$ cat config.mk
export PLATFORM = sky130hd
export DESIGN_NAME = double_well_force_accumulator
export DESIGN_NICKNAME = d
export VERILOG_FILES = /design/src/rtl/core/dwfa_pkg.sv /design/src/rtl/core/dwfa_front.sv /design/src/rtl/core/dwfa_queue.sv /design/src/rtl/core/dwfa_mul.sv /design/src/rtl/core/dwfa_back.sv /design/src/rtl/core/double_well_force_accumulator.sv
export SDC_FILE = /design/constraint.sdc
export NUM_CORES = 2
export LEC_CHECK = 0
export BUFFER_PORTS_ARGS = -buffer_cell sky130_fd_sc_hd__buf_2
export CAP_MARGIN = 20
export CORE_UTILIZATION = 30
export CTS_CLUSTER_SIZE = 12
export DETAILED_ROUTE_END_ITERATION = 8
export PLACE_DENSITY = 0.5
export SYNTH_ARGS = -nofsm -noshare
export SYNTH_HDL_FRONTEND = slang
export SYNTH_SLANG_ARGS = --single-unit
$ cat constraint.sdc
create_clock -name clk -period 9.4 [get_ports clk]
set_clock_uncertainty 0.05 [all_clocks]
set_input_delay 0.94 -clock clk [delete_from_list [all_inputs] [get_ports clk]]
set_output_delay 0.94 -clock clk [all_outputs]
set_load 0.01 [all_outputs]
$ cat src/rtl/core/dwfa_pkg.sv
// Shared types and constants for the double-well force accumulator.
// Holds fixed-point constants, state encodings and the sequencer's micro-op table.
// No dependencies.
`default_nettype none

package dwfa_pkg;

    // Fixed-point layout
    localparam int RES_FRAC    = 16;
    localparam int COORD_FRAC  = 12;
    localparam int COEF_FRAC   = 8;
    localparam int COORD_SHIFT = RES_FRAC - COORD_FRAC;
    localparam int COEF_SHIFT  = RES_FRAC - COEF_FRAC;
    localparam int COEF_WIDTH  = 16;

    // Reset values of the coefficient registers (Q8.8)
    localparam logic [COEF_WIDTH-1:0] WELL_DEPTH_RESET = 16'h0100;
    localparam logic [COEF_WIDTH-1:0] TILT_RESET       = 16'h0000;

    // Multiplier digit width and queue depth
    localparam int MUL_DIGIT   = 16;
    localparam int QUEUE_DEPTH = 2;

    typedef enum logic [0:0] {
        CFG_WELL_DEPTH = 1'b0,
        CFG_TILT       = 1'b1
    } cfg_idx_t;

    typedef enum logic [2:0] {
        M_IDLE  = 3'b001,
        M_RUN   = 3'b010,
        M_ROUND = 3'b100
    } mul_state_t;

    typedef enum logic [3:0] {
        B_IDLE  = 4'b0001,
        B_ISSUE = 4'b0010,
        B_WAIT  = 4'b0100,
        B_OUT   = 4'b1000
    } back_state_t;

    typedef enum logic [1:0] {
        OP_MUL = 2'd0,
        OP_ADD = 2'd1,
        OP_SUB = 2'd2
    } op_t;

    typedef enum logic [3:0] {
        R_X    = 4'd0,
        R_A    = 4'd1,
        R_B    = 4'd2,
        R_S    = 4'd3,
        R_D    = 4'd4,
        R_XP1  = 4'd5,
        R_T    = 4'd6,
        R_V    = 4'd7,
        R_F    = 4'd8,
        R_L    = 4'd9,
        R_ONE  = 4'd10,
        R_ZERO = 4'd11
    } reg_sel_t;

    typedef struct packed {
        op_t      op;
        reg_sel_t src_a;
        reg_sel_t src_b;
        reg_sel_t dst;
    } uop_t;

    localparam int NUM_UOPS  = 19;
    localparam int UOP_IDX_W = $clog2(NUM_UOPS);

    // s = x*x, d = s-1, xp1 = x+1
    // f = -(4*(a*(x*d))) - b
    // v = a*(d*d) + b*xp1
    // l = 4*(a*((s+s)+s-1))
    localparam uop_t UCODE [NUM_UOPS] = '{
        '{OP_MUL, R_X,    R_X,   R_S  },
        '{OP_SUB, R_S,    R_ONE, R_D  },
        '{OP_ADD, R_X,    R_ONE, R_XP1},
        '{OP_MUL, R_X,    R_D,   R_T  },
        '{OP_MUL, R_A,    R_T,   R_T  },
        '{OP_ADD, R_T,    R_T,   R_T  },
        '{OP_ADD, R_T,    R_T,   R_T  },
        '{OP_SUB, R_ZERO, R_T,   R_T  },
        '{OP_SUB, R_T,    R_B,   R_F  },
        '{OP_MUL, R_D,    R_D,   R_T  },
        '{OP_MUL, R_A,    R_T,   R_V  },
        '{OP_MUL, R_B,    R_XP1, R_T  },
        '{OP_ADD, R_V,    R_T,   R_V  },
        '{OP_ADD, R_S,    R_S,   R_T  },
        '{OP_ADD, R_T,    R_S,   R_T  },
        '{OP_SUB, R_T,    R_ONE, R_T  },
        '{OP_MUL, R_A,    R_T,   R_T  },
        '{OP_ADD, R_T,    R_T,   R_T  },
        '{OP_ADD, R_T,    R_T,   R_L  }
    };

endpackage

`default_nettype wire

$ cat src/rtl/core/dwfa_front.sv
// Front end: input handshake and coordinate classification.
// Moves the coordinate to 16 fractional bits, saturates it, and pushes it to the queue.
// Depends on dwfa_pkg.
`default_nettype none

module dwfa_front #(
    parameter int COORD_WIDTH = 16,
    parameter int ACC_WIDTH   = 40
) (
    input  logic                        coord_valid,
    output logic                        coord_ready,
    input  logic signed [COORD_WIDTH-1:0] coordinate,
    input  logic                        last_coordinate,
    input  logic                        full,
    output logic                        push,
    output logic signed [ACC_WIDTH-1:0] push_x,
    output logic                        push_last
);

    localparam int XW   = COORD_WIDTH + dwfa_pkg::COORD_SHIFT;
    localparam int CMPW = ((XW > ACC_WIDTH) ? XW : ACC_WIDTH) + 1;

    localparam logic signed [ACC_WIDTH-1:0] VMAX = {1'b0, {(ACC_WIDTH-1){1'b1}}};
    localparam logic signed [ACC_WIDTH-1:0] VMIN = {1'b1, {(ACC_WIDTH-1){1'b0}}};

    logic signed [XW-1:0]   x_wide;
    logic signed [CMPW-1:0] x_cmp;

    assign coord_ready = !full;
    assign push        = coord_valid && !full;
    assign push_last   = last_coordinate;

    assign x_wide = signed'({coordinate, {dwfa_pkg::COORD_SHIFT{1'b0}}});
    assign x_cmp  = CMPW'(x_wide);

    // clamp to the accumulator range
    always_comb
    begin
        priority if (x_cmp > CMPW'(VMAX))
        begin
            push_x = VMAX;
        end
        else if (x_cmp < CMPW'(VMIN))
        begin
            push_x = VMIN;
        end
        else
        begin
            push_x = x_cmp[ACC_WIDTH-1:0];
        end
    end

endmodule

`default_nettype wire

$ cat src/rtl/core/dwfa_queue.sv
// Short FIFO between the front end and the back end.
// Depth from dwfa_pkg::QUEUE_DEPTH; entries are registers, the head is picked by the read pointer.
// Depends on dwfa_pkg.
`default_nettype none

module dwfa_queue #(
    parameter int WIDTH = 41
) (
    input  logic             clk,
    input  logic             rst_n,
    input  logic             push,
    input  logic [WIDTH-1:0] push_data,
    output logic             full,
    input  logic             pop,
    output logic [WIDTH-1:0] pop_data,
    output logic             not_empty
);

    localparam int DEPTH = dwfa_pkg::QUEUE_DEPTH;
    localparam int PTR_W = (DEPTH > 1) ? $clog2(DEPTH) : 1;
    localparam int CNT_W = $clog2(DEPTH + 1);

    logic [WIDTH-1:0] mem [DEPTH];
    logic [PTR_W-1:0] wr_ptr_reg, wr_ptr_next;
    logic [PTR_W-1:0] rd_ptr_reg, rd_ptr_next;
    logic [CNT_W-1:0] count_reg, count_next;

    assign full      = (count_reg == CNT_W'(DEPTH));
    assign not_empty = (count_reg != '0);
    assign pop_data  = mem[rd_ptr_reg];

    always_comb
    begin
        wr_ptr_next = wr_ptr_reg;
        rd_ptr_next = rd_ptr_reg;
        count_next  = count_reg;
        if (push)
        begin
            wr_ptr_next = (wr_ptr_reg == PTR_W'(DEPTH - 1)) ? '0 : wr_ptr_reg + 1'b1;
        end
        if (pop)
        begin
            rd_ptr_next = (rd_ptr_reg == PTR_W'(DEPTH - 1)) ? '0 : rd_ptr_reg + 1'b1;
        end
        if (push && !pop)
        begin
            count_next = count_reg + 1'b1;
        end
        else if (pop && !push)
        begin
            count_next = count_reg - 1'b1;
        end
    end

    always_ff @(posedge clk or negedge rst_n)
    begin
        if (!rst_n)
        begin
            wr_ptr_reg <= '0;
            rd_ptr_reg <= '0;
            count_reg  <= '0;
        end
        else
        begin
            wr_ptr_reg <= wr_ptr_next;
            rd_ptr_reg <= rd_ptr_next;
            count_reg  <= count_next;
        end
    end

    always_ff @(posedge clk)
    begin
        if (push)
        begin
            mem[wr_ptr_reg] <= push_data;
        end
    end

endmodule

`default_nettype wire

$ cat src/rtl/core/dwfa_mul.sv
// Digit-serial fixed-point multiplier, one 16-bit digit of the second operand a cycle.
// Rounds half away from zero to 16 fractional bits and saturates to the accumulator range.
// Depends on dwfa_pkg.
`default_nettype none

module dwfa_mul #(
    parameter int ACC_WIDTH = 40
) (
    input  logic                        clk,
    input  logic                        rst_n,
    input  logic                        start,
    input  logic signed [ACC_WIDTH-1:0] op_a,
    input  logic signed [ACC_WIDTH-1:0] op_b,
    output logic                        done,
    output logic signed [ACC_WIDTH-1:0] product
);

    localparam int W     = ACC_WIDTH;
    localparam int DIG   = dwfa_pkg::MUL_DIGIT;
    localparam int FRAC  = dwfa_pkg::RES_FRAC;
    localparam int ND    = (W + DIG - 1) / DIG;
    localparam int LOW_W = ND * DIG;
    localparam int PW    = W + LOW_W;
    localparam int Q_W   = PW - FRAC + 1;
    localparam int CNT_W = (ND > 1) ? $clog2(ND) : 1;

    localparam logic signed [W-1:0] VMAX = {1'b0, {(W-1){1'b1}}};
    localparam logic signed [W-1:0] VMIN = {1'b1, {(W-1){1'b0}}};

    dwfa_pkg::mul_state_t state_reg, state_next;

    logic [W-1:0]        mag_a_reg, mag_a_next;
    logic [LOW_W-1:0]    mul_b_reg, mul_b_next;
    logic [W-1:0]        hi_reg, hi_next;
    logic [LOW_W-1:0]    lo_reg, lo_next;
    logic                neg_reg, neg_next;
    logic [CNT_W-1:0]    cnt_reg, cnt_next;
    logic                done_reg, done_next;
    logic signed [W-1:0] product_reg, product_next;

    logic [W+DIG-1:0]    part;
    logic [W+DIG-1:0]    acc_sum;
    logic [PW-1:0]       full_prod;
    logic [Q_W-1:0]      rounded;
    logic [W-1:0]        mag_op_a;
    logic [W-1:0]        mag_op_b;

    assign done    = done_reg;
    assign product = product_reg;

    assign mag_op_a = op_a[W-1] ? W'(-op_a) : op_a;
    assign mag_op_b = op_b[W-1] ? W'(-op_b) : op_b;

    // one digit: partial product plus the running upper half
    assign part    = (W+DIG)'(mag_a_reg) * (W+DIG)'(mul_b_reg[DIG-1:0]);
    assign acc_sum = (W+DIG)'(hi_reg) + part;

    assign full_prod = {hi_reg, lo_reg};
    assign rounded   = Q_W'(full_prod[PW-1:FRAC]) + Q_W'(full_prod[FRAC-1]);

    always_comb
    begin
        state_next   = state_reg;
        mag_a_next   = mag_a_reg;
        mul_b_next   = mul_b_reg;
        hi_next      = hi_reg;
        lo_next      = lo_reg;
        neg_next     = neg_reg;
        cnt_next     = cnt_reg;
        done_next    = 1'b0;
        product_next = product_reg;

        unique case (state_reg)
            dwfa_pkg::M_IDLE:
            begin
                if (start)
                begin
                    mag_a_next = mag_op_a;
                    mul_b_next = LOW_W'(mag_op_b);
                    hi_next    = '0;
                    lo_next    = '0;
                    neg_next   = op_a[W-1] ^ op_b[W-1];
                    cnt_next   = CNT_W'(ND - 1);
                    state_next = dwfa_pkg::M_RUN;
                end
            end
            dwfa_pkg::M_RUN:
            begin
                hi_next    = acc_sum[W+DIG-1:DIG];
                lo_next    = {acc_sum[DIG-1:0], lo_reg[LOW_W-1:DIG]};
                mul_b_next = mul_b_reg >> DIG;
                if (cnt_reg == '0)
                begin
                    state_next = dwfa_pkg::M_ROUND;
                end
                else
                begin
                    cnt_next = cnt_reg - 1'b1;
                end
            end
            dwfa_pkg::M_ROUND:
            begin
                // saturate the rounded magnitude, then apply the sign
                if (!neg_reg)
                begin
                    product_next = (rounded > Q_W'(VMAX)) ? VMAX : rounded[W-1:0];
                end
                else
                begin
                    product_next = (rounded > Q_W'(unsigned'(VMIN))) ? VMIN
                                                                      : -rounded[W-1:0];
                end
                done_next  = 1'b1;
                state_next = dwfa_pkg::M_IDLE;
            end
            default:
            begin
                state_next = dwfa_pkg::M_IDLE;
            end
        endcase
    end

    always_ff @(posedge clk or negedge rst_n)
    begin
        if (!rst_n)
        begin
            state_reg <= dwfa_pkg::M_IDLE;
            cnt_reg   <= '0;
            done_reg  <= 1'b0;
        end
        else
        begin
            state_reg <= state_next;
            cnt_reg   <= cnt_next;
            done_reg  <= done_next;
        end
    end

    always_ff @(posedge clk)
    begin
        mag_a_reg   <= mag_a_next;
        mul_b_reg   <= mul_b_next;
        hi_reg      <= hi_next;
        lo_reg      <= lo_next;
        neg_reg     <= neg_next;
        product_reg <= product_next;
    end

endmodule

`default_nettype wire

$ cat src/rtl/core/dwfa_back.sv
// Back end: micro-op sequencer, saturating ALU, running totals and output register.
// Runs the table dwfa_pkg::UCODE per item, using dwfa_mul for products.
// Depends on dwfa_pkg and dwfa_mul.
`default_nettype none

module dwfa_back #(
    parameter int ACC_WIDTH = 40
) (
    input  logic                        clk,
    input  logic                        rst_n,
    input  logic                        q_valid,
    output logic                        q_pop,
    input  logic signed [ACC_WIDTH-1:0] q_x,
    input  logic                        q_last,
    input  logic signed [ACC_WIDTH-1:0] well_a,
    input  logic signed [ACC_WIDTH-1:0] tilt_b,
    output logic                        res_valid,
    input  logic                        res_ready,
    output logic signed [ACC_WIDTH-1:0] force_res,
    output logic signed [ACC_WIDTH-1:0] potential_total,
    output logic signed [ACC_WIDTH-1:0] laplacian_total,
    output logic signed [ACC_WIDTH-1:0] field_total,
    output logic                        totals_valid
);

    localparam int W = ACC_WIDTH;
    localparam int IW = dwfa_pkg::UOP_IDX_W;

    localparam logic signed [W-1:0] VMAX  = {1'b0, {(W-1){1'b1}}};
    localparam logic signed [W-1:0] VMIN  = {1'b1, {(W-1){1'b0}}};
    localparam logic signed [W-1:0] ONE_Q =
        {{(W-dwfa_pkg::RES_FRAC-1){1'b0}}, 1'b1, {dwfa_pkg::RES_FRAC{1'b0}}};

    function automatic logic signed [W-1:0] sat_add(
        input logic signed [W-1:0] lhs,
        input logic signed [W-1:0] rhs,
        input logic                sub
    );
        logic signed [W:0] lx;
        logic signed [W:0] rx;
        logic signed [W:0] sum;
        lx  = (W+1)'(lhs);
        rx  = (W+1)'(rhs);
        sum = sub ? (lx - rx) : (lx + rx);
        if (sum[W] != sum[W-1])
        begin
            return sum[W] ? VMIN : VMAX;
        end
        return sum[W-1:0];
    endfunction

    dwfa_pkg::back_state_t state_reg, state_next;
    logic [IW-1:0]         uop_idx_reg, uop_idx_next;
    dwfa_pkg::uop_t        uop;

    logic signed [W-1:0] x_reg, x_next;
    logic signed [W-1:0] s_reg, s_next;
    logic signed [W-1:0] d_reg, d_next;
    logic signed [W-1:0] xp1_reg, xp1_next;
    logic signed [W-1:0] t_reg, t_next;
    logic signed [W-1:0] v_reg, v_next;
    logic signed [W-1:0] f_reg, f_next;
    logic signed [W-1:0] l_reg, l_next;
    logic                last_reg, last_next;

    logic signed [W-1:0] pot_sum_reg, pot_sum_next;
    logic signed [W-1:0] lap_sum_reg, lap_sum_next;
    logic signed [W-1:0] fld_sum_reg, fld_sum_next;

    logic                res_valid_reg, res_valid_next;
    logic signed [W-1:0] force_reg, force_next;
    logic signed [W-1:0] pot_out_reg, pot_out_next;
    logic signed [W-1:0] lap_out_reg, lap_out_next;
    logic signed [W-1:0] fld_out_reg, fld_out_next;
    logic                tot_valid_reg, tot_valid_next;

    logic signed [W-1:0] src_a;
    logic signed [W-1:0] src_b;
    logic signed [W-1:0] alu_res;
    logic signed [W-1:0] wr_val;
    logic                wr_en;
    logic                mul_start;
    logic                mul_done;
    logic signed [W-1:0] mul_product;
    logic                out_free;
    logic signed [W-1:0] pot_acc;
    logic signed [W-1:0] lap_acc;
    logic signed [W-1:0] fld_acc;

    assign uop      = dwfa_pkg::UCODE[uop_idx_reg];
    assign out_free = !res_valid_reg || res_ready;

    assign res_valid       = res_valid_reg;
    assign force_res       = force_reg;
    assign potential_total = pot_out_reg;
    assign laplacian_total = lap_out_reg;
    assign field_total     = fld_out_reg;
    assign totals_valid    = tot_valid_reg;

    dwfa_mul #(
        .ACC_WIDTH (ACC_WIDTH)
    ) u_mul (
        .clk     (clk),
        .rst_n   (rst_n),
        .start   (mul_start),
        .op_a    (src_a),
        .op_b    (src_b),
        .done    (mul_done),
        .product (mul_product)
    );

    // operand select
    always_comb
    begin
        unique case (uop.src_a)
            dwfa_pkg::R_X:   src_a = x_reg;
            dwfa_pkg::R_A:   src_a = well_a;
            dwfa_pkg::R_B:   src_a = tilt_b;
            dwfa_pkg::R_S:   src_a = s_reg;
            dwfa_pkg::R_D:   src_a = d_reg;
            dwfa_pkg::R_XP1: src_a = xp1_reg;
            dwfa_pkg::R_T:   src_a = t_reg;
            dwfa_pkg::R_V:   src_a = v_reg;
            dwfa_pkg::R_F:   src_a = f_reg;
            dwfa_pkg::R_L:   src_a = l_reg;
            dwfa_pkg::R_ONE: src_a = ONE_Q;
            default:         src_a = '0;
        endcase
    end

    always_comb
    begin
        unique case (uop.src_b)
            dwfa_pkg::R_X:   src_b = x_reg;
            dwfa_pkg::R_A:   src_b = well_a;
            dwfa_pkg::R_B:   src_b = tilt_b;
            dwfa_pkg::R_S:   src_b = s_reg;
            dwfa_pkg::R_D:   src_b = d_reg;
            dwfa_pkg::R_XP1: src_b = xp1_reg;
            dwfa_pkg::R_T:   src_b = t_reg;
            dwfa_pkg::R_V:   src_b = v_reg;
            dwfa_pkg::R_F:   src_b = f_reg;
            dwfa_pkg::R_L:   src_b = l_reg;
            dwfa_pkg::R_ONE: src_b = ONE_Q;
            default:         src_b = '0;
        endcase
    end

    assign alu_res = sat_add(src_a, src_b, uop.op == dwfa_pkg::OP_SUB);

    assign pot_acc = sat_add(pot_sum_reg, v_reg, 1'b0);
    assign lap_acc = sat_add(lap_sum_reg, l_reg, 1'b0);
    assign fld_acc = sat_add(fld_sum_reg, xp1_reg, 1'b0);

    // sequencer
    always_comb
    begin
        state_next   = state_reg;
        uop_idx_next = uop_idx_reg;
        q_pop        = 1'b0;
        mul_start    = 1'b0;
        wr_en        = 1'b0;
        wr_val       = alu_res;
        x_next       = x_reg;
        last_next    = last_reg;

        pot_sum_next   = pot_sum_reg;
        lap_sum_next   = lap_sum_reg;
        fld_sum_next   = fld_sum_reg;
        res_valid_next = res_valid_reg;
        force_next     = force_reg;
        pot_out_next   = pot_out_reg;
        lap_out_next   = lap_out_reg;
        fld_out_next   = fld_out_reg;
        tot_valid_next = tot_valid_reg;

        if (res_valid_reg && res_ready)
        begin
            res_valid_next = 1'b0;
        end

        unique case (state_reg)
            dwfa_pkg::B_IDLE:
            begin
                if (q_valid)
                begin
                    q_pop        = 1'b1;
                    x_next       = q_x;
                    last_next    = q_last;
                    uop_idx_next = '0;
                    state_next   = dwfa_pkg::B_ISSUE;
                end
            end
            dwfa_pkg::B_ISSUE:
            begin
                if (uop.op == dwfa_pkg::OP_MUL)
                begin
                    mul_start  = 1'b1;
                    state_next = dwfa_pkg::B_WAIT;
                end
                else
                begin
                    wr_en = 1'b1;
                    if (uop_idx_reg == IW'(dwfa_pkg::NUM_UOPS - 1))
                    begin
                        state_next = dwfa_pkg::B_OUT;
                    end
                    else
                    begin
                        uop_idx_next = uop_idx_reg + 1'b1;
                    end
                end
            end
            dwfa_pkg::B_WAIT:
            begin
                // hold the micro-op until the product lands
                if (mul_done)
                begin
                    wr_en  = 1'b1;
                    wr_val = mul_product;
                    if (uop_idx_reg == IW'(dwfa_pkg::NUM_UOPS - 1))
                    begin
                        state_next = dwfa_pkg::B_OUT;
                    end
                    else
                    begin
                        uop_idx_next = uop_idx_reg + 1'b1;
                        state_next   = dwfa_pkg::B_ISSUE;
                    end
                end
            end
            dwfa_pkg::B_OUT:
            begin
                if (out_free)
                begin
                    res_valid_next = 1'b1;
                    force_next     = f_reg;
                    tot_valid_next = last_reg;
                    if (last_reg)
                    begin
                        pot_out_next = pot_acc;
                        lap_out_next = lap_acc;
                        fld_out_next = fld_acc;
                        pot_sum_next = '0;
                        lap_sum_next = '0;
                        fld_sum_next = '0;
                    end
                    else
                    begin
                        pot_out_next = '0;
                        lap_out_next = '0;
                        fld_out_next = '0;
                        pot_sum_next = pot_acc;
                        lap_sum_next = lap_acc;
                        fld_sum_next = fld_acc;
                    end
                    state_next = dwfa_pkg::B_IDLE;
                end
            end
            default:
            begin
                state_next = dwfa_pkg::B_IDLE;
            end
        endcase
    end

    // write-back into the working registers
    always_comb
    begin
        s_next   = s_reg;
        d_next   = d_reg;
        xp1_next = xp1_reg;
        t_next   = t_reg;
        v_next   = v_reg;
        f_next   = f_reg;
        l_next   = l_reg;
        if (wr_en)
        begin
            unique case (uop.dst)
                dwfa_pkg::R_S:   s_next   = wr_val;
                dwfa_pkg::R_D:   d_next   = wr_val;
                dwfa_pkg::R_XP1: xp1_next = wr_val;
                dwfa_pkg::R_T:   t_next   = wr_val;
                dwfa_pkg::R_V:   v_next   = wr_val;
                dwfa_pkg::R_F:   f_next   = wr_val;
                dwfa_pkg::R_L:   l_next   = wr_val;
                default:         s_next   = s_reg;
            endcase
        end
    end

    always_ff @(posedge clk or negedge rst_n)
    begin
        if (!rst_n)
        begin
            state_reg     <= dwfa_pkg::B_IDLE;
            uop_idx_reg   <= '0;
            pot_sum_reg   <= '0;
            lap_sum_reg   <= '0;
            fld_sum_reg   <= '0;
            res_valid_reg <= 1'b0;
        end
        else
        begin
            state_reg     <= state_next;
            uop_idx_reg   <= uop_idx_next;
            pot_sum_reg   <= pot_sum_next;
            lap_sum_reg   <= lap_sum_next;
            fld_sum_reg   <= fld_sum_next;
            res_valid_reg <= res_valid_next;
        end
    end

    always_ff @(posedge clk)
    begin
        x_reg         <= x_next;
        s_reg         <= s_next;
        d_reg         <= d_next;
        xp1_reg       <= xp1_next;
        t_reg         <= t_next;
        v_reg         <= v_next;
        f_reg         <= f_next;
        l_reg         <= l_next;
        last_reg      <= last_next;
        force_reg     <= force_next;
        pot_out_reg   <= pot_out_next;
        lap_out_reg   <= lap_out_next;
        fld_out_reg   <= fld_out_next;
        tot_valid_reg <= tot_valid_next;
    end

    a_start_then_wait: assert property (@(posedge clk) disable iff (!rst_n)
        mul_start |=> state_reg == dwfa_pkg::B_WAIT)
        else $error("multiplier started but sequencer not waiting");

    a_done_only_waiting: assert property (@(posedge clk) disable iff (!rst_n)
        mul_done |-> state_reg == dwfa_pkg::B_WAIT)
        else $error("product returned outside the wait state");

    a_totals_zero: assert property (@(posedge clk) disable iff (!rst_n)
        (res_valid_reg && !tot_valid_reg) |->
            (pot_out_reg == '0 && lap_out_reg == '0 && fld_out_reg == '0))
        else $error("totals nonzero on an item that is not last");

    a_clear_on_last: assert property (@(posedge clk) disable iff (!rst_n)
        (state_reg == dwfa_pkg::B_OUT && out_free && last_reg) |=>
            (pot_sum_reg == '0 && lap_sum_reg == '0 && fld_sum_reg == '0))
        else $error("running totals not cleared after last item");

endmodule

`default_nettype wire

$ cat src/rtl/core/double_well_force_accumulator.sv
// Tilted double-well force accumulator. Each item carries one coordinate x (signed,
// 12 fractional bits) and a last-of-molecule flag; each item yields one result with the
// force -4a*x*(x^2-1) - b (16 fractional bits, saturated). The block keeps running totals
// of the potential a*(x^2-1)^2 + b*(x+1), the Laplacian 4a*(3x^2-1) and the field x+1;
// the result of the item flagged last carries those totals (that item included) with
// totals_valid high and clears them, while other results show zero totals. Coefficients
// a (well_depth, index 0, reset 1.0) and b (tilt, index 1, reset 0) are Q8.8 and are
// written through cfg_we/cfg_index/cfg_data; the user must write them only while no
// item is in flight, as the block does not enforce this. Items are worked one at a time,
// and the seven products of each item go through one shared multiplier that retires
// one 16-bit digit a cycle. A two-entry queue lets the input side take up to two items
// ahead, and the output register lets the next item run while a result waits.
// Depends on dwfa_pkg, dwfa_front, dwfa_queue, dwfa_back.
`default_nettype none

module double_well_force_accumulator #(
    parameter int COORD_WIDTH = 16,
    parameter int ACC_WIDTH   = 40
) (
    input  logic                          clk,
    input  logic                          rst_n,

    input  logic                          coord_valid,
    output logic                          coord_ready,
    input  logic signed [COORD_WIDTH-1:0] coordinate,
    input  logic                          last_coordinate,

    input  logic                          cfg_we,
    input  logic [0:0]                    cfg_index,
    input  logic [dwfa_pkg::COEF_WIDTH-1:0] cfg_data,

    output logic                          res_valid,
    input  logic                          res_ready,
    output logic signed [ACC_WIDTH-1:0]   force_res,
    output logic signed [ACC_WIDTH-1:0]   potential_total,
    output logic signed [ACC_WIDTH-1:0]   laplacian_total,
    output logic signed [ACC_WIDTH-1:0]   field_total,
    output logic                          totals_valid
);

    localparam int QW = ACC_WIDTH + 1;

    // Coefficient registers, Q8.8
    logic [dwfa_pkg::COEF_WIDTH-1:0] well_depth_reg, well_depth_next;
    logic [dwfa_pkg::COEF_WIDTH-1:0] tilt_reg, tilt_next;

    // Coefficients moved to 16 fractional bits
    logic signed [ACC_WIDTH-1:0] well_a;
    logic signed [ACC_WIDTH-1:0] tilt_b;

    // Front to queue
    logic                        push;
    logic signed [ACC_WIDTH-1:0] push_x;
    logic                        push_last;
    logic                        q_full;

    // Queue to back
    logic                        q_pop;
    logic                        q_valid;
    logic [QW-1:0]               q_data;

    always_comb
    begin
        well_depth_next = well_depth_reg;
        tilt_next       = tilt_reg;
        if (cfg_we)
        begin
            unique case (dwfa_pkg::cfg_idx_t'(cfg_index))
                dwfa_pkg::CFG_WELL_DEPTH: well_depth_next = cfg_data;
                dwfa_pkg::CFG_TILT:       tilt_next       = cfg_data;
                default:                  well_depth_next = well_depth_reg;
            endcase
        end
    end

    always_ff @(posedge clk or negedge rst_n)
    begin
        if (!rst_n)
        begin
            well_depth_reg <= dwfa_pkg::WELL_DEPTH_RESET;
            tilt_reg       <= dwfa_pkg::TILT_RESET;
        end
        else
        begin
            well_depth_reg <= well_depth_next;
            tilt_reg       <= tilt_next;
        end
    end

    // Shift left into the 16-fraction-bit format and sign-extend to full width
    assign well_a = ACC_WIDTH'(signed'({well_depth_reg, {dwfa_pkg::COEF_SHIFT{1'b0}}}));
    assign tilt_b = ACC_WIDTH'(signed'({tilt_reg, {dwfa_pkg::COEF_SHIFT{1'b0}}}));

    // Accept and classify the incoming item
    dwfa_front #(
        .COORD_WIDTH (COORD_WIDTH),
        .ACC_WIDTH   (ACC_WIDTH)
    ) u_front (
        .coord_valid     (coord_valid),
        .coord_ready     (coord_ready),
        .coordinate      (coordinate),
        .last_coordinate (last_coordinate),
        .full            (q_full),
        .push            (push),
        .push_x          (push_x),
        .push_last       (push_last)
    );

    // Buffer classified items so the front and back stall independently
    dwfa_queue #(
        .WIDTH (QW)
    ) u_queue (
        .clk       (clk),
        .rst_n     (rst_n),
        .push      (push),
        .push_data ({push_last, push_x}),
        .full      (q_full),
        .pop       (q_pop),
        .pop_data  (q_data),
        .not_empty (q_valid)
    );

    // Evaluate force and terms, accumulate and drive the result
    dwfa_back #(
        .ACC_WIDTH (ACC_WIDTH)
    ) u_back (
        .clk             (clk),
        .rst_n           (rst_n),
        .q_valid         (q_valid),
        .q_pop           (q_pop),
        .q_x             (q_data[ACC_WIDTH-1:0]),
        .q_last          (q_data[ACC_WIDTH]),
        .well_a          (well_a),
        .tilt_b          (tilt_b),
        .res_valid       (res_valid),
        .res_ready       (res_ready),
        .force_res       (force_res),
        .potential_total (potential_total),
        .laplacian_total (laplacian_total),
        .field_total     (field_total),
        .totals_valid    (totals_valid)
    );

endmodule

`default_nettype wire

Word level (Yosys, flattened, before mapping)
Memory sizes are Yosys's and may differ from the RTL's. A register that Yosys moved wholly into a read port is not among the register bits.
Cells that the tools add are included.

word-level totals
  memories kept = 2
  flip-flop bits (word level) = 830
  RAM bits = 82
  output and inout bits = 163
  memory bits (read-only) = 448

operators by class
  multipliers = 1
  $lt $le $gt $ge = 5
  multiplexer cells = 74
  $add $sub $neg = 16
  equal/unequal tests = 49
  bitwise logic cells = 3
  reductions and logical operators = 34

memory list
  memory           depth  bits a word  rd ports  clocked after memory_dff  wr ports  RTL line          RTL
  (no name shown)  32     14           1         0                         0         dwfa_back.sv:90   assign uop = dwfa_pkg::UCODE[uop_idx_reg];
  u_queue.mem      2      41           1         1                         1         dwfa_queue.sv:23  logic [WIDTH-1:0] mem [DEPTH];

operators by type and width
  kind                    count
  $mux W40                24
  $pmux W40 S11           2
  $pmux W48 S2            2
  $add A40 B40 Y41        4
  $neg A40 Y40            3
  $mux W48                2
  $pmux W40 S2            1
  $add A72 B1 Y73         1
  $gt A73 B39 Y1 const B  1
  $gt A73 B40 Y1 const B  1
  $add A40 B56 Y56        1
  $mul A40 B16 Y56        1
  $eq A4 B3 Y1 const B    13
  $mux W41                1
  $sub A40 B40 Y41        1
  $gt A20 B40 Y1 const B  1
  $lt A20 B40 Y1 const B  1
  $mux W39                1
  $eq A4 B4 Y1 const B    9
  $mux W14                2
  $reduce_and A2 Y1       14
  $eq A4 B2 Y1 const B    6
  $mux W4                 6
  $mux W5                 4
  other kinds (35)        80

Longest topological paths before layout
  depth in word-level cells = 13
  gate-level depth with buffers = 33
  gate-level depth less buffers = 29

Modules after synthesis
A second synthesis with hierarchy kept.

second synthesis, totals
  cell total of the unflattened synthesis = 7535
  area, all modules = 74176.1 um2

modules (own cells, without submodules)
  module                         times used  area each (um2)  cells each
  dwfa_back                      1           36010.8          3599
  dwfa_mul                       1           33235.6          3678
  dwfa_queue                     1           3350.7           144
  double_well_force_accumulator  1           1257.5           70
  dwfa_front                     1           321.6            44

Least setup slack after synthesis
OpenSTA, ideal clock, no wires.

  kind = reg2reg
  start point = register u_back.uop_idx_reg[1]
  end point = register u_back.u_mul.hi_reg[0], enable pin
  arrival = 8619 ps
  setup slack = 265 ps
  cell stages (with the launch flop) = 11
  path buffers = 0
  clock period less this slack = 9135 ps
  cell sequence = dfrtp_1 -> inv_1 -> ha_1 -> and2_1 -> nor3_1 -> o31ai_1 -> nor2_1 -> nand2_1 -> nor4b_1 -> nor2_1 -> inv_1

on the way
  word-level cells in the longest chain between the ends = 9

RTL lines
  item                                         RTL line          RTL
  from (decl)                                  dwfa_back.sv:53   logic [IW-1:0] uop_idx_reg, uop_idx_next;
  from (signal assigned)                       dwfa_back.sv:306  uop_idx_reg <= uop_idx_next;
  $not A5 Y6 (not written as such)             dwfa_back.sv:90
  $mem_v2 Z32 W14                              -
  $mux W14 (not written as such) (2 in a row)  dwfa_back.sv:90
  $logic_not A2 Y1                             dwfa_back.sv:196  if (uop.op == dwfa_pkg::OP_MUL)
  $mux W1                                      dwfa_back.sv:196
  $mux W1                                      dwfa_back.sv:182  unique case (state_reg)
  $ne A2 B1 Y1 (no line)                       -
  $reduce_and A2 Y1 (no line)                  -
  to (signal assigned)                         dwfa_mul.sv:143   hi_reg <= hi_next;
  to (decl)                                    dwfa_mul.sv:34    logic [W-1:0] hi_reg, hi_next;

No other way between the ends. The select of a mux whose other input is x is not followed.
A chain may end at the register's enable or synchronous reset.

Final worst setup path
  start point = register u_back.uop_idx_reg[1]
  end point = register u_back.xp1_reg[0], data pin

on the way
  word-level cells in the longest chain between the ends = 13
  elaborated cells on any way between the ends = 39
  classes of those cells = 2 x add/sub; 22 x eq/ne; 11 x mux; 1 x bitwise; 2 x reduce/logical; 1 x memory

RTL lines
  item                                                         RTL line                            RTL
  $not A5 Y6 (not written as such) (*)                         dwfa_back.sv:90
  $mem_v2 Z32 W14 (*)                                          -
  $mux W14 (not written as such) (*) (2 in a row)              dwfa_back.sv:90
  $eq A4 B4 Y1, or another cell as far along                   dwfa_back.sv:115                    unique case (uop.src_a)
  $pmux W40 S11 (on tied branches)                             dwfa_back.sv:115, dwfa_back.sv:133
  $add A40 B40 Y41 / $sub A40 B40 Y41 (equally long branches)  dwfa_back.sv:44                     sum = sub ? (lx - rx) : (lx + rx);
  $mux W41 (*)                                                 dwfa_back.sv:44
  $mux W40 / $ne A1 B1 Y1 (equally long branches)              dwfa_back.sv:47, dwfa_back.sv:45
  $mux W40 / $mux W1 (equally long branches)                   dwfa_back.sv:45                     if (sum[W] != sum[W-1])
  $mux W40 (*)                                                 dwfa_back.sv:49                     return sum[W-1:0];
  $mux W40                                                     dwfa_back.sv:217                    if (mul_done)
  $mux W40 (*)                                                 dwfa_back.sv:182
  named net u_back.wr_val[0]                                   dwfa_back.sv:80                     logic signed [W-1:0] wr_val;
  to (signal assigned)                                         dwfa_back.sv:319                    xp1_reg <= xp1_next;
  to (decl)                                                    dwfa_back.sv:59                     logic signed [W-1:0] xp1_reg, xp1_next;

Mark *: on every way through the listed nets, which the timed path passes. The rest lies on a longest branch. The select of a mux whose other input is x is not followed.

==> impl_metrics.tcl <==
set metrics [dict create \
    outcome "finished, final reports clean" \
    multi_input_area_um2 39900 \
    placed_cells 9953 \
    start_util 0.302 \
    nNetsFinal 7967 \
    critPathKind "reg -> reg" \
    gp_congestion 1.02 \
    ys_types 114 \
    regArea_um2 24900 \
    cp_slowest_cell "o31ai_1" \
    maxSlewViolCount 0 \
    maxCapViolations 0 \
    synth_top_family_by_area "adder cells" \
    setup_tns_ns 0 \
    crit_arrival_ns 9.11 \
    root_buffer "clkbuf_16" \
    ios 202 \
    overflow 0 \
    ff2ff_path_depth 29 \
    htreeDepth 3 \
    cts_setup_buffers 0 \
    yosys.area_share.adder 0.224 \
    hold_viol 0 \
    cts_resized 0 \
    rsz0062_at_grt "no" \
    worstMarginPinSlew_ns 1.17 \
    synthMuxAreaShare 0.0172 \
    hpwl_um 194000 \
    vias 53991 \
    die_y_um 481 \
    seq_area_frac_synth 0.362 \
    synth-compound-area-share 0.129 \
    final_cells 10139 \
    nFillCells 23341 \
    core_region_area_um2 228000 \
    synth_top_flop_cell "edfxtp_1" \
    netlist_area_um2 68800 \
    wl_per_cell_um 24.7 \
    vias_per_cell 5.33 \
    cts_buffer_depth 3 \
    finalCritPeriodShare 0.932 \
    cpPeakStageDelay_ns 0.83 \
    synthXorXnorAreaFrac 0.0454 \
    ys_ff_latch 858 \
    cts_tree "built" \
    fin_crit_ns 8.76 \
    grt_max_degree 94 \
    grt_pass1_wl_um 370000 \
    clkLatencyLatePin_ns 0.73 \
    cts_sinks 858 \
    flow.area_growth_from_synthesis_pct 11.8 \
    cp-end-kind "flip-flop" \
    cts_buffers 95 \
    fmax_mhz 114 \
    synth_edf_count 686 \
    synthSimpleGateAreaFrac 0.162 \
    firstDrtPassIters 9 \
    drt_iter0_drc 5787 \
    startpoint_type "flip-flop" \
    hold_buffers 0 \
    min_path_type "in -> async" \
    die_w_um 481 \
    port_buffers 201 \
    cts.clk_slew.worst_paths_ns 0.06 \
    async_flop_share 0.200 \
    path_max_fanout 18 \
    grt_pass1_vias 53803 \
    setup_viol_count_final 0 \
    r2r_slack_ns 0.64 \
    synth_nets 7848 \
    syn_inst 6927 \
    die_area_um2 231000 \
    relSlewSlack 0.223 \
    crit_top_cell "nor3_1" \
    row_count 175 \
    worstPathRequired_ns 9.75 \
    track_usage 0.215 \
    synth.avg_cell_area_um2 9.94 \
    antenna_found_initial 17 \
    drt_wl_total_um 250000 \
    drc 0 \
    yosys_warnings 0 \
    drive_gt1_frac 0.101 \
    drtAntennaViolNets 0 \
]
-- final timing paths --
check | start | end
max reg2reg | u_back.uop_idx_reg[1] | u_back.xp1_reg[0]
max | u_back.uop_idx_reg[1] | u_back.xp1_reg[0]
min in group clk | coordinate[6] | u_queue.mem[1][10]
min reg2reg | u_back.pot_sum_reg[5] | u_back.pot_sum_reg[5]
max in group asynchronous | rst_n | u_back.fld_sum_reg[7]
min | rst_n | u_queue.wr_ptr_reg
-- layout make-up --
type                       instances  area share
antenna                            3   0.0000976
clock buffer                     140      0.0348
clock inverter                    38     0.00608
inverter                         723      0.0354
multi-input combinational       4995       0.518
sequential                       858       0.324
tap                             3009      0.0489
timing repair buffer             373      0.0327
-- cells by family after synthesis --
group,Yosys count
buffers and inverters,1074
flip-flops,858
AND/OR/NAND/NOR,2343
AO/OA/AOI/OAI,1302
XOR/XNOR,355
adder cells (fa/ha/maj),886
multiplexers,109
-- cells in the mapped netlist (16+ instances only) --
library cell	number	area [um2]
o21bai_1	30	225
buf_2	34	170
nor2b_1	55	344
ha_1	308	3850
and4_1	19	166
clkbuf_1	284	1070
xnor2_1	245	2150
a31oi_1	37	231
and3_1	96	601
o21a_1	28	210
nand2b_1	41	257
or3_1	25	156
xor2_1	109	955
o31ai_2	34	425
mux2_2	63	709
nand4_1	56	350
nor3_1	96	480
nand2_1	928	3480
a21oi_1	313	1570
a222oi_1	94	941
o211ai_1	17	128
o21ai_1	17	85.1
edfxtp_1	686	20600
mux2i_1	42	420
or2_2	21	131
a221oi_1	16	140
nor2_1	497	1870
nor4_1	27	169
nand3_1	155	776
a211oi_1	32	240
o31ai_1	23	173
a21o_1	139	1040
o21ai_0	322	1610
inv_1	722	2710
a22oi_1	17	128
dfrtp_1	169	4230
and2_1	238	1490
fa_1	574	11500
-- cell usage in the layout, fill, tap and decap left out, types with 37 or more instances in the layout --
cell / count
a21o_1: 139
a21oi_1: 313
a222oi_1: 94
a31oi_1: 37
and2_1: 237
and3_1: 96
buf_2: 200
buf_4: 157
clkbuf_16: 97
dfrtp_1: 169
edfxtp_1: 686
fa_1: 574
ha_1: 308
inv_1: 720
mux2_2: 63
mux2i_1: 42
nand2_1: 928
nand2b_1: 41
nand3_1: 155
nand4_1: 56
nor2_1: 488
nor2b_1: 51
nor3_1: 96
o21ai_0: 321
xnor2_1: 245
xor2_1: 109
-- through the flow --
| stage | cell area (um2) | util | hold WS, ns | setup slack [ns] |
|---|---|---|---|---|
| 2_1_floorplan | 68800 | - | 0.350 | 0.265 |
| 3_3_place_gp | 73600 | 0.323 | 0.419 | 1.08 |
| 3_5_place_dp | 73700 | 0.323 | 0.410 | 0.883 |
| 4_1_cts | 76800 | 0.337 | 0.196 | 0.833 |
| 5_1_grt | 76900 | 0.338 | 0.237 | 0.333 |
| 6_report | 76900 | 0.338 | 0.187 | 0.636 |
-- critical path: cells and delay by family, from the launching register on --
kind / cells / cell delay, ns
compound gates: 7 / 2.60
xor+xnor: 2 / 0.63
fa+ha+maj: 2 / 1.01
buf+inv: 4 / 0.74
flops: 1 / 0.54
simple gates: 14 / 2.86
-- layer usage --
| metal | wire (um) | global-route usage | share of wire | vias to the layer above |
|---|---|---|---|---|
| li1 | - | - | - | 24067 |
| met5 | 81 | 0 | 0.00032 | - |
| met2 | 114000 | 0.340 | 0.45 | 2130 |
| met4 | 10700 | 0.0844 | 0.043 | 12 |
| met3 | 16200 | 0.0308 | 0.065 | 395 |
| met1 | 110000 | 0.295 | 0.44 | 27387 |
Power is left out: the tool's default activity adds up to more than one toggle a clock period on the data nets, which glitch-free logic cannot reach.
